==> src/hw/rtl/bgdm_pkg.sv <==
// ----------------------------------------------------------------------------
// bgdm_pkg
// Shared types and constants of the button gesture and display manager:
// action codes, register indexes, result record and register reset values.
// ----------------------------------------------------------------------------
package bgdm_pkg;

  // field widths
  localparam int unsigned ELAPSED_W  = 21;
  localparam int unsigned DEB_W      = 10;
  localparam int unsigned HOLD_W     = 16;
  localparam int unsigned RHOLD_W    = 20;
  localparam int unsigned GAP_W      = 16;
  localparam int unsigned TMO_W      = 20;
  localparam int unsigned PERIOD_W   = 20;
  localparam int unsigned PTOTAL_W   = 4;
  localparam int unsigned CFG_IDX_W  = 3;
  localparam int unsigned CFG_DATA_W = 20;
  localparam int unsigned CLICK_W    = 3;

  // page count default
  localparam int unsigned MAX_PAGES_DEFAULT = 8;

  // register reset values
  localparam logic [DEB_W-1:0]    DEB_RESET    = DEB_W'(50);
  localparam logic [HOLD_W-1:0]   HOLD_RESET   = HOLD_W'(500);
  localparam logic [RHOLD_W-1:0]  RHOLD_RESET  = RHOLD_W'(5000);
  localparam logic [GAP_W-1:0]    GAP_RESET    = GAP_W'(400);
  localparam logic [TMO_W-1:0]    TMO_RESET    = TMO_W'(30000);
  localparam logic [PERIOD_W-1:0] PERIOD_RESET = PERIOD_W'(5000);
  localparam logic [PTOTAL_W-1:0] PTOTAL_RESET = PTOTAL_W'(8);

  // saturation limits
  localparam logic [ELAPSED_W-1:0] ELAPSED_MAX = '1;
  localparam logic [DEB_W-1:0]     DEB_MAX     = '1;
  localparam logic [CLICK_W-1:0]   CLICK_MAX   = '1;

  // click counts that resolve to an action
  localparam logic [CLICK_W-1:0] CLICK_ONE   = CLICK_W'(1);
  localparam logic [CLICK_W-1:0] CLICK_TWO   = CLICK_W'(2);
  localparam logic [CLICK_W-1:0] CLICK_THREE = CLICK_W'(3);

  typedef enum logic [2:0] {
    ACT_NONE          = 3'd0,
    ACT_WAKE          = 3'd1,
    ACT_NEXT_PAGE     = 3'd2,
    ACT_PING          = 3'd3,
    ACT_REBOOT        = 3'd4,
    ACT_FACTORY_RESET = 3'd5,
    ACT_DISPLAY_OFF   = 3'd6
  } action_e;

  typedef enum logic [CFG_IDX_W-1:0] {
    CFG_DEBOUNCE   = 3'd0,
    CFG_HOLD       = 3'd1,
    CFG_RESET_HOLD = 3'd2,
    CFG_CLICK_GAP  = 3'd3,
    CFG_TIMEOUT    = 3'd4,
    CFG_PAGE_PER   = 3'd5,
    CFG_PAGE_TOTAL = 3'd6
  } cfg_idx_e;

  typedef struct packed {
    action_e    action;
    logic       display_on;
    logic [2:0] page_index;
    logic       ping_pending;
    logic       button_held;
  } result_t;

endpackage

==> src/hw/rtl/button_gesture_display_manager_top.sv <==
// ----------------------------------------------------------------------------
// button_gesture_display_manager_top
// Debounces a button, classifies clicks, holds and long holds, and manages
// display power and page rotation from millisecond tick transactions.
// ----------------------------------------------------------------------------
// Usage:
//   Input channel (in_valid_i / in_ready_o): one transaction per millisecond
//   tick with the raw button level, an activity poke and a ping acknowledge.
//   Output channel (out_valid_o / out_ready_i): exactly one result per input
//   transaction, in order: action code, display power, page, ping pending and
//   held flag.
//   Config channel (cfg_valid_i / cfg_ready_o): register index and data,
//   always ready; write only while no tick is in flight.
//   The result of an accepted tick is registered in the output register, or in
//   the skid register while the output stalls. Throughput is one tick per cycle
//   while in_ready_o is high; the state update is a single pass of counters and
//   compares between the tick acceptance and the result register.
//   A two-entry result buffer (output register plus skid register) lets the
//   block take one more tick while a result waits; in_ready_o drops only
//   when both entries are full.
//   Reset loads the register defaults, the display on, page zero, button
//   released and all timers cleared; no clearing pass is needed.
// ----------------------------------------------------------------------------
module button_gesture_display_manager_top #(
  parameter int unsigned MAX_PAGES = bgdm_pkg::MAX_PAGES_DEFAULT
) (
  input  logic                             clk_i,
  input  logic                             rst_ni,
  // tick input
  input  logic                             in_valid_i,
  output logic                             in_ready_o,
  input  logic                             button_level_i,
  input  logic                             activity_i,
  input  logic                             ping_ack_i,
  // result output
  output logic                             out_valid_o,
  input  logic                             out_ready_i,
  output logic [2:0]                       action_o,
  output logic                             display_on_o,
  output logic [2:0]                       page_index_o,
  output logic                             ping_pending_o,
  output logic                             button_held_o,
  // register writes
  input  logic                             cfg_valid_i,
  output logic                             cfg_ready_o,
  input  logic [bgdm_pkg::CFG_IDX_W-1:0]   cfg_index_i,
  input  logic [bgdm_pkg::CFG_DATA_W-1:0]  cfg_data_i
);

  localparam int unsigned PW = (MAX_PAGES > 1) ? $clog2(MAX_PAGES) : 1;
  localparam int unsigned TW = $clog2(MAX_PAGES + 1);
  localparam int unsigned KW = 2 * TW + 1;
  localparam int unsigned EW = bgdm_pkg::ELAPSED_W;

  // next page with wrap at tot, by picking the largest multiple of tot not above pg + 1
  function automatic logic [PW-1:0] wrap_next(logic [PW-1:0] pg, logic [TW-1:0] tot);
    logic [TW-1:0] nxt;
    logic [KW-1:0] prod;
    logic [TW-1:0] rem;
    nxt = TW'(pg) + TW'(1);
    rem = nxt;
    for (int k = 1; k <= int'(MAX_PAGES); k++) begin
      prod = KW'(k) * KW'(tot);
      if (prod <= KW'(nxt)) begin
        rem = nxt - prod[TW-1:0];
      end
    end
    return rem[PW-1:0];
  endfunction

  function automatic logic [EW-1:0] sat_inc(logic [EW-1:0] v);
    return (v == bgdm_pkg::ELAPSED_MAX) ? v : v + EW'(1);
  endfunction

  // configuration registers
  logic [bgdm_pkg::DEB_W-1:0]    deb_ticks_q;
  logic [bgdm_pkg::HOLD_W-1:0]   hold_ticks_q;
  logic [bgdm_pkg::RHOLD_W-1:0]  rhold_ticks_q;
  logic [bgdm_pkg::GAP_W-1:0]    gap_ticks_q;
  logic [bgdm_pkg::TMO_W-1:0]    tmo_ticks_q;
  logic [bgdm_pkg::PERIOD_W-1:0] period_ticks_q;
  logic [bgdm_pkg::PTOTAL_W-1:0] page_total_q;

  // gesture and display state
  logic                          stable_level_q, stable_level_d;
  logic [bgdm_pkg::DEB_W-1:0]    deb_cnt_q, deb_cnt_d;
  logic                          press_active_q, press_active_d;
  logic [EW-1:0]                 press_el_q, press_el_d;
  logic                          held_q, held_d;
  logic                          rfired_q, rfired_d;
  logic [bgdm_pkg::CLICK_W-1:0]  click_q, click_d;
  logic [EW-1:0]                 rel_el_q, rel_el_d;
  logic [EW-1:0]                 idle_el_q, idle_el_d;
  logic [EW-1:0]                 page_el_q, page_el_d;
  logic                          disp_q, disp_d;
  logic [PW-1:0]                 page_q, page_d;
  logic                          ping_q, ping_d;

  // result buffer
  logic                          out_valid_q;
  bgdm_pkg::result_t             out_q;
  logic                          skid_valid_q;
  bgdm_pkg::result_t             skid_q;
  bgdm_pkg::result_t             res_d;

  logic                          push;
  logic                          pop;
  logic [TW-1:0]                 tot;
  logic [4:0]                    tot_wide;
  logic [PW+2:0]                 page_ext;

  assign in_ready_o  = ~skid_valid_q;
  assign cfg_ready_o = 1'b1;
  assign push        = in_valid_i & in_ready_o;
  assign pop         = out_valid_q & out_ready_i;

  // page count clamped to one..MAX_PAGES
  always_comb begin
    if (page_total_q == '0) begin
      tot_wide = 5'd1;
    end else if ({1'b0, page_total_q} > 5'(MAX_PAGES)) begin
      tot_wide = 5'(MAX_PAGES);
    end else begin
      tot_wide = {1'b0, page_total_q};
    end
    tot = TW'(tot_wide);
  end

  // one tick of state update
  always_comb begin
    logic            fell;
    logic            rose;
    logic            fired;
    logic            off;
    logic            ping_set;
    bgdm_pkg::action_e click_act;

    fell      = 1'b0;
    rose      = 1'b0;
    fired     = 1'b0;
    off       = 1'b0;
    ping_set  = 1'b0;
    click_act = bgdm_pkg::ACT_NONE;

    stable_level_d = stable_level_q;
    deb_cnt_d      = deb_cnt_q;
    press_active_d = press_active_q;
    held_d         = held_q;
    rfired_d       = rfired_q;
    click_d        = click_q;
    disp_d         = disp_q;
    page_d         = page_q;
    ping_d         = ping_q;

    // elapsed timers
    idle_el_d  = sat_inc(idle_el_q);
    page_el_d  = sat_inc(page_el_q);
    rel_el_d   = sat_inc(rel_el_q);
    press_el_d = press_active_q ? sat_inc(press_el_q) : press_el_q;

    // debounce
    if (button_level_i != stable_level_q) begin
      if (deb_cnt_q != bgdm_pkg::DEB_MAX) begin
        deb_cnt_d = deb_cnt_q + bgdm_pkg::DEB_W'(1);
      end
      if (deb_cnt_d >= deb_ticks_q) begin
        stable_level_d = button_level_i;
        deb_cnt_d      = '0;
        fell           = ~button_level_i;
        rose           = button_level_i;
      end
    end else begin
      deb_cnt_d = '0;
    end

    // press start, long hold and hold tracking
    if (fell) begin
      press_active_d = 1'b1;
      press_el_d     = '0;
      held_d         = 1'b0;
      rfired_d       = 1'b0;
    end
    if (!stable_level_d && press_active_d) begin
      if (press_el_d >= EW'(rhold_ticks_q) && !rfired_d && disp_q) begin
        rfired_d = 1'b1;
        fired    = 1'b1;
      end
      held_d = press_el_d > EW'(hold_ticks_q);
    end

    // release counts a click unless it was a hold
    if (rose) begin
      rel_el_d = '0;
      if (press_active_d && !held_d && !rfired_d && click_q != bgdm_pkg::CLICK_MAX) begin
        click_d = click_q + bgdm_pkg::CLICK_W'(1);
      end
      press_active_d = 1'b0;
    end

    // click resolution after the release gap
    if (click_d != '0 && rel_el_d > EW'(gap_ticks_q)) begin
      if (click_d == bgdm_pkg::CLICK_ONE) begin
        idle_el_d = '0;
        if (!disp_q) begin
          disp_d    = 1'b1;
          click_act = bgdm_pkg::ACT_WAKE;
        end else begin
          page_d    = wrap_next(page_q, tot);
          page_el_d = '0;
          click_act = bgdm_pkg::ACT_NEXT_PAGE;
        end
      end else if (click_d == bgdm_pkg::CLICK_TWO && disp_q) begin
        ping_set  = 1'b1;
        click_act = bgdm_pkg::ACT_PING;
      end else if (click_d == bgdm_pkg::CLICK_THREE && disp_q) begin
        click_act = bgdm_pkg::ACT_REBOOT;
      end
      click_d = '0;
    end

    if (activity_i) idle_el_d = '0;
    if (ping_ack_i) ping_d = 1'b0;
    if (ping_set)   ping_d = 1'b1;

    // display timeout
    if (disp_d && idle_el_d > EW'(tmo_ticks_q)) begin
      disp_d = 1'b0;
      off    = 1'b1;
    end

    // automatic page rotation
    if (disp_d && page_el_d >= EW'(period_ticks_q)) begin
      page_d    = wrap_next(page_d, tot);
      page_el_d = '0;
    end

    // result record
    page_ext = (PW + 3)'(page_d);
    if (fired) begin
      res_d.action = bgdm_pkg::ACT_FACTORY_RESET;
    end else if (click_act != bgdm_pkg::ACT_NONE) begin
      res_d.action = click_act;
    end else if (off) begin
      res_d.action = bgdm_pkg::ACT_DISPLAY_OFF;
    end else begin
      res_d.action = bgdm_pkg::ACT_NONE;
    end
    res_d.display_on   = disp_d;
    res_d.page_index   = page_ext[2:0];
    res_d.ping_pending = ping_d;
    res_d.button_held  = held_d & press_active_d;
  end

  // configuration writes
  always_ff @(posedge clk_i or negedge rst_ni) begin
    if (!rst_ni) begin
      deb_ticks_q    <= bgdm_pkg::DEB_RESET;
      hold_ticks_q   <= bgdm_pkg::HOLD_RESET;
      rhold_ticks_q  <= bgdm_pkg::RHOLD_RESET;
      gap_ticks_q    <= bgdm_pkg::GAP_RESET;
      tmo_ticks_q    <= bgdm_pkg::TMO_RESET;
      period_ticks_q <= bgdm_pkg::PERIOD_RESET;
      page_total_q   <= bgdm_pkg::PTOTAL_RESET;
    end else if (cfg_valid_i && cfg_ready_o) begin
      case (bgdm_pkg::cfg_idx_e'(cfg_index_i))
        bgdm_pkg::CFG_DEBOUNCE:   deb_ticks_q    <= cfg_data_i[bgdm_pkg::DEB_W-1:0];
        bgdm_pkg::CFG_HOLD:       hold_ticks_q   <= cfg_data_i[bgdm_pkg::HOLD_W-1:0];
        bgdm_pkg::CFG_RESET_HOLD: rhold_ticks_q  <= cfg_data_i[bgdm_pkg::RHOLD_W-1:0];
        bgdm_pkg::CFG_CLICK_GAP:  gap_ticks_q    <= cfg_data_i[bgdm_pkg::GAP_W-1:0];
        bgdm_pkg::CFG_TIMEOUT:    tmo_ticks_q    <= cfg_data_i[bgdm_pkg::TMO_W-1:0];
        bgdm_pkg::CFG_PAGE_PER:   period_ticks_q <= cfg_data_i[bgdm_pkg::PERIOD_W-1:0];
        bgdm_pkg::CFG_PAGE_TOTAL: page_total_q   <= cfg_data_i[bgdm_pkg::PTOTAL_W-1:0];
        default: ;
      endcase
    end
  end

  // state registers, updated on each accepted tick
  always_ff @(posedge clk_i or negedge rst_ni) begin
    if (!rst_ni) begin
      stable_level_q <= 1'b1;
      deb_cnt_q      <= '0;
      press_active_q <= 1'b0;
      press_el_q     <= '0;
      held_q         <= 1'b0;
      rfired_q       <= 1'b0;
      click_q        <= '0;
      rel_el_q       <= '0;
      idle_el_q      <= '0;
      page_el_q      <= '0;
      disp_q         <= 1'b1;
      page_q         <= '0;
      ping_q         <= 1'b0;
    end else if (push) begin
      stable_level_q <= stable_level_d;
      deb_cnt_q      <= deb_cnt_d;
      press_active_q <= press_active_d;
      press_el_q     <= press_el_d;
      held_q         <= held_d;
      rfired_q       <= rfired_d;
      click_q        <= click_d;
      rel_el_q       <= rel_el_d;
      idle_el_q      <= idle_el_d;
      page_el_q      <= page_el_d;
      disp_q         <= disp_d;
      page_q         <= page_d;
      ping_q         <= ping_d;
    end
  end

  // result buffer control
  always_ff @(posedge clk_i or negedge rst_ni) begin
    if (!rst_ni) begin
      out_valid_q  <= 1'b0;
      skid_valid_q <= 1'b0;
    end else if (!out_valid_q || pop) begin
      if (skid_valid_q) begin
        out_valid_q  <= 1'b1;
        skid_valid_q <= 1'b0;
      end else begin
        out_valid_q  <= push;
      end
    end else if (push) begin
      skid_valid_q <= 1'b1;
    end
  end

  // result buffer data
  always_ff @(posedge clk_i) begin
    if (!out_valid_q || pop) begin
      if (skid_valid_q) begin
        out_q <= skid_q;
      end else if (push) begin
        out_q <= res_d;
      end
    end else if (push) begin
      skid_q <= res_d;
    end
  end

  assign out_valid_o    = out_valid_q;
  assign action_o       = out_q.action;
  assign display_on_o   = out_q.display_on;
  assign page_index_o   = out_q.page_index;
  assign ping_pending_o = out_q.ping_pending;
  assign button_held_o  = out_q.button_held;

`ifndef SYNTHESIS
  // skid entry only fills behind a full output register
  assert property (@(posedge clk_i) disable iff (!rst_ni)
    skid_valid_q |-> out_valid_q)
    else $error("skid entry valid without output entry");

  // a transaction arriving at a stalled full output lands in the skid entry
  assert property (@(posedge clk_i) disable iff (!rst_ni)
    push && out_valid_q && !out_ready_i |=> skid_valid_q)
    else $error("stalled transaction not kept in skid entry");

  // an open press always sits on a debounced low level
  assert property (@(posedge clk_i) disable iff (!rst_ni)
    press_active_q |-> !stable_level_q)
    else $error("press active while button released");

  // a wake leaves the display powered
  assert property (@(posedge clk_i) disable iff (!rst_ni)
    push && res_d.action == bgdm_pkg::ACT_WAKE |-> res_d.display_on)
    else $error("wake result with display off");
`endif

endmodule
==> config.mk <==
export PLATFORM = sky130hd
export DESIGN_NAME = button_gesture_display_manager_top
export DESIGN_NICKNAME = d
export VERILOG_FILES = /design/src/hw/rtl/bgdm_pkg.sv /design/src/hw/rtl/button_gesture_display_manager_top.sv
export SDC_FILE = /design/constraint.sdc
export NUM_CORES = 1
export LEC_CHECK = 0
export ABC_AREA = 0
export BUFFER_PORTS_ARGS = -buffer_cell sky130_fd_sc_hd__buf_2
export CORE_ASPECT_RATIO = 1.2
export CORE_MARGIN = 4
export CORE_UTILIZATION = 50
export CTS_CLUSTER_SIZE = 14
export DETAILED_ROUTE_END_ITERATION = 12
export PLACE_DENSITY_LB_ADDON = 0.3
export SETUP_SLACK_MARGIN = 0.4
export SLEW_MARGIN = 30
export SYNTH_ARGS = -nofsm -noshare
export SYNTH_HDL_FRONTEND = slang
export SYNTH_SLANG_ARGS = --single-unit
==> constraint.sdc <==
create_clock -name clk_i -period 14.6 [get_ports clk_i]
set_clock_uncertainty 0.1 [all_clocks]
set_input_delay 2.19 -clock clk_i [delete_from_list [all_inputs] [get_ports clk_i]]
set_output_delay 2.19 -clock clk_i [all_outputs]
set_load 0.02 [all_outputs]
==> run_results.csv <==
group,metric,value,unit
clock_network,cts_hold_buffers,0,
cells_and_area,nets,2067,
clock_network,cts-buffers-inserted,27,
clock_network,htree_levels,1,
placement,preCtsSetupSlack,4.224,ns
cells_and_area,syn2layout_area_growth,9.562,%
clock_network,cts_tree,"yes",
yosys,ys_ff_latch,232,
cells_and_area,diodes,0,
clock_network,cts_resized,0,
global_routing,first_global_vias,13480,
global_routing,antenna_found_initial,0,
yosys,synth_edf_count,18,
setup_path,cpMaxStageDelayCell,"nor2_1",
yosys,synth_mux_area_share,4.663,%
timing,tightest_slew,0.8855,ns
drt,drcViolationCount,0,
clock_network,worstSkewPairLatency,0.54,ns
floorplan,fp.dieH,206.8,um
timing,max_clock_freq,0.09340,GHz
yosys,synth_top_area_share,27.64,%
yosys,synth_top_family_by_area,"simple AND/OR/NAND/NOR gates",
yosys,synth_flop_cell,"dfrtp_1",
power_and_ir_drop,power.leakage,8.211,nW
placement,placedCellCount,2248,
floorplan,die_x,173.7,um
yosys,synth-compound-area-share,17.74,%
drt,drt_iter0_drc,1129,
power_and_ir_drop,p_per_area,130.2,nW/um^2
yosys,postSynthCellCount,1852,
cells_and_area,postLayoutCellArea,18050,um^2
global_routing,grt_overflow_total,0,
clock_network,cts_buffer_depth,3,
timing,layout_setup_ws,3.893,ns
power_and_ir_drop,peakVddDrop,0.09712,mV
yosys,netlist_top_cells_count,"nand2_1, dfrtp_1, ha_1, nor2_1, inv_1",
placement,portBuffers,41,
placement,hpwlAfterDp,31480,um
timing,rsz0062_at_grt,"false",
timing,min_period,10.71,ns
cells_and_area,fillers,2926,
timing,fin_crit_sh,73.34,%
clock_network,cts.sinks,232,
global_routing,grt.total_usage,23.99,%
status,status,"finished, final reports clean",
setup_path,cp_data_arrival_time,10.89,ns
yosys,ys_types,89,
yosys,synth_top_area_cell,"dfrtp_1",
drt,via_per_inst,6.022,
worst_hold_path,hp-class,"reg -> reg",
timing,finalSetupTns,0,ns
setup_path,critPathKind,"reg -> reg",
yosys,ys_top_cells_by_area,"dfrtp_1, ha_1, nand2_1",
cells_and_area,fin_cells,2298,
setup_path,worst-path-max-fanout,40,
yosys,synthArstFlopShare,92.24,%
drt,firstDrtPassIters,5,
floorplan,core.rowCount,72,
timing,final_max_slew_viol_count,0,
floorplan,dieArea,35930,um^2
global_routing,grt_max_degree,86,
yosys,synthAdderAreaFrac,13.12,%
placement,routabilityCongestion,0.8877,
setup_path,cp_num_buf_inv,2,
global_routing,grt_pass1_wl,70790,um
floorplan,initial_core_util,50.94,%
drt,vias,13840,
cells_and_area,utilization,55.81,%
floorplan,io_pins,43,
timing,hold_viol,0,
yosys,synth_xor_area_share,4.732,%
placement,placed_cell_area,17110,um^2
yosys,syn_area_per_cell,8.896,um^2
setup_path,slowest_delay,0.65,ns
clock_network,clockRootBuffer,"clkbuf_16",
yosys,yosysMostFrequentCell,"nand2_1",
clock_network,cts_setup_buffers,0,
setup_path,path_delay_family,"compound AO/OA/AOI/OAI gates",
yosys,syn_area,16470,um^2
yosys,yosysSeqAreaShare,36.03,%
drt,totalWireLength,43210,um
drt,antenna_left,0,
timing,hold_slack,0.3807,ns
drt,wire_per_inst,18.80,um
power_and_ir_drop,total_power,2.351,mW
cells_and_area,drive_above_1_share,12.11,%
clock_network,clk_pin_slew,0.06,ns
setup_path,end_kind,"register",
yosys,syn_nets,2049,
flow_run,maxCapViolations,0,
yosys,synthSimpleGateAreaFrac,19.02,%
timing,slew_headroom,40.75,%
floorplan,core_area,32340,um^2
setup_path,cpMostUsedCell,"a21o_1",
setup_path,crit_required,14.79,ns
timing,setup_viol,0,
setup_path,cp-start-kind,"register",
yosys,ys_warn_count,0,
[cell usage in the layout (no fill, tap or decap), types with 16 or more instances in the layout]
cell type  instances
nand4_1           43
xor2_1            51
o31ai_1           59
ha_1             156
a31oi_1           17
nor2_1           156
and3_1            18
inv_1            133
edfxtp_1          18
xnor2_1           38
dfstp_2           32
buf_2             40
a21o_1            37
a21oi_1           57
nand2b_1          18
nor2b_1           16
dfrtp_1          182
clkbuf_16         27
nand2_1          255
nand3_1           61
mux2_2            54
nor3_1            23
o21ai_0          132
[path summary, 6_finish.rpt]
check | from | to | slack [ns] | depth (start not counted)
worst min register to register | ping_q | ping_q | 0.38 | 2
worst max-delay path | deb_cnt_q[0] | page_index_o[1] | 3.89 | 42
max in group asynchronous | rst_ni | gap_ticks_q[4] | 11.57 | 3
worst max register to register | deb_cnt_q[0] | page_index_o[1] | 3.89 | 42
min in group asynchronous | rst_ni | idle_el_q[13] | 1.53 | 1
worst min-delay path | ping_q | ping_q | 0.38 | 2
[worst reg2reg max path, delay by kind of cell, from the launching register on]
family                   cells  cell delay (ns)
AND/OR/NAND/NOR             13             3.39
AO/OA/AOI/OAI               21             4.54
buffers and inverters        2             0.40
flip-flops                   1             0.42
XOR/XNOR                     1             0.22
adder cells (fa/ha/maj)      4             1.11
multiplexers                 1             0.30
[final cells by class]
class,count,area (um^2),share of cell area (%)
clock buffer,37,743.2,4.118
clock inverter,13,198.9,1.102
inverter,134,503.0,2.787
multi-input combinational,1418,9808,54.34
sequential,232,5936,32.89
tap,407,509.2,2.821
timing repair buffer,57,351.6,1.948
[state kept, by name (all words and copies together) (netlist names), 3 cells and up]
signal,flops
deb_cnt_q,10
page_el_q,21
page_total_q,4
page_q,3
deb_ticks_q,10
gap_ticks_q,16
idle_el_q,21
period_ticks_q,20
hold_ticks_q,16
tmo_ticks_q,20
click_q,3
action_o,3
press_el_q,21
page_index_o,3
skid_q,9
rhold_ticks_q,20
rel_el_q,21
[logic make-up after synthesis]
| group | count (synthesis) |
|---|---|
| and+or+nand+nor | 666 |
| AOI/OAI and AO/OA | 426 |
| DFF | 232 |
| buffers and inverters | 202 |
| adders and majority gates | 167 |
| xor gates and xnor gates | 89 |
| muxes | 69 |
| other | 1 |
[power breakdown]
part,switching [mW],internal (mW)
Sequential,0.0636,0.752
Clock,0.272,0.444
Combinational,0.484,0.335
[layer usage]
metal	vias to the layer above	wire, um	part of all wire (%)	global-route usage (%)
li1	6630	-	-	-
met1	6734	18660	43	31.46
met2	391	21040	49	42.14
met3	84	2366	5.5	3.242
met4	0	1151	2.7	6.506
met5	-	0	0	0
Power figures use the tool's default switching activity.
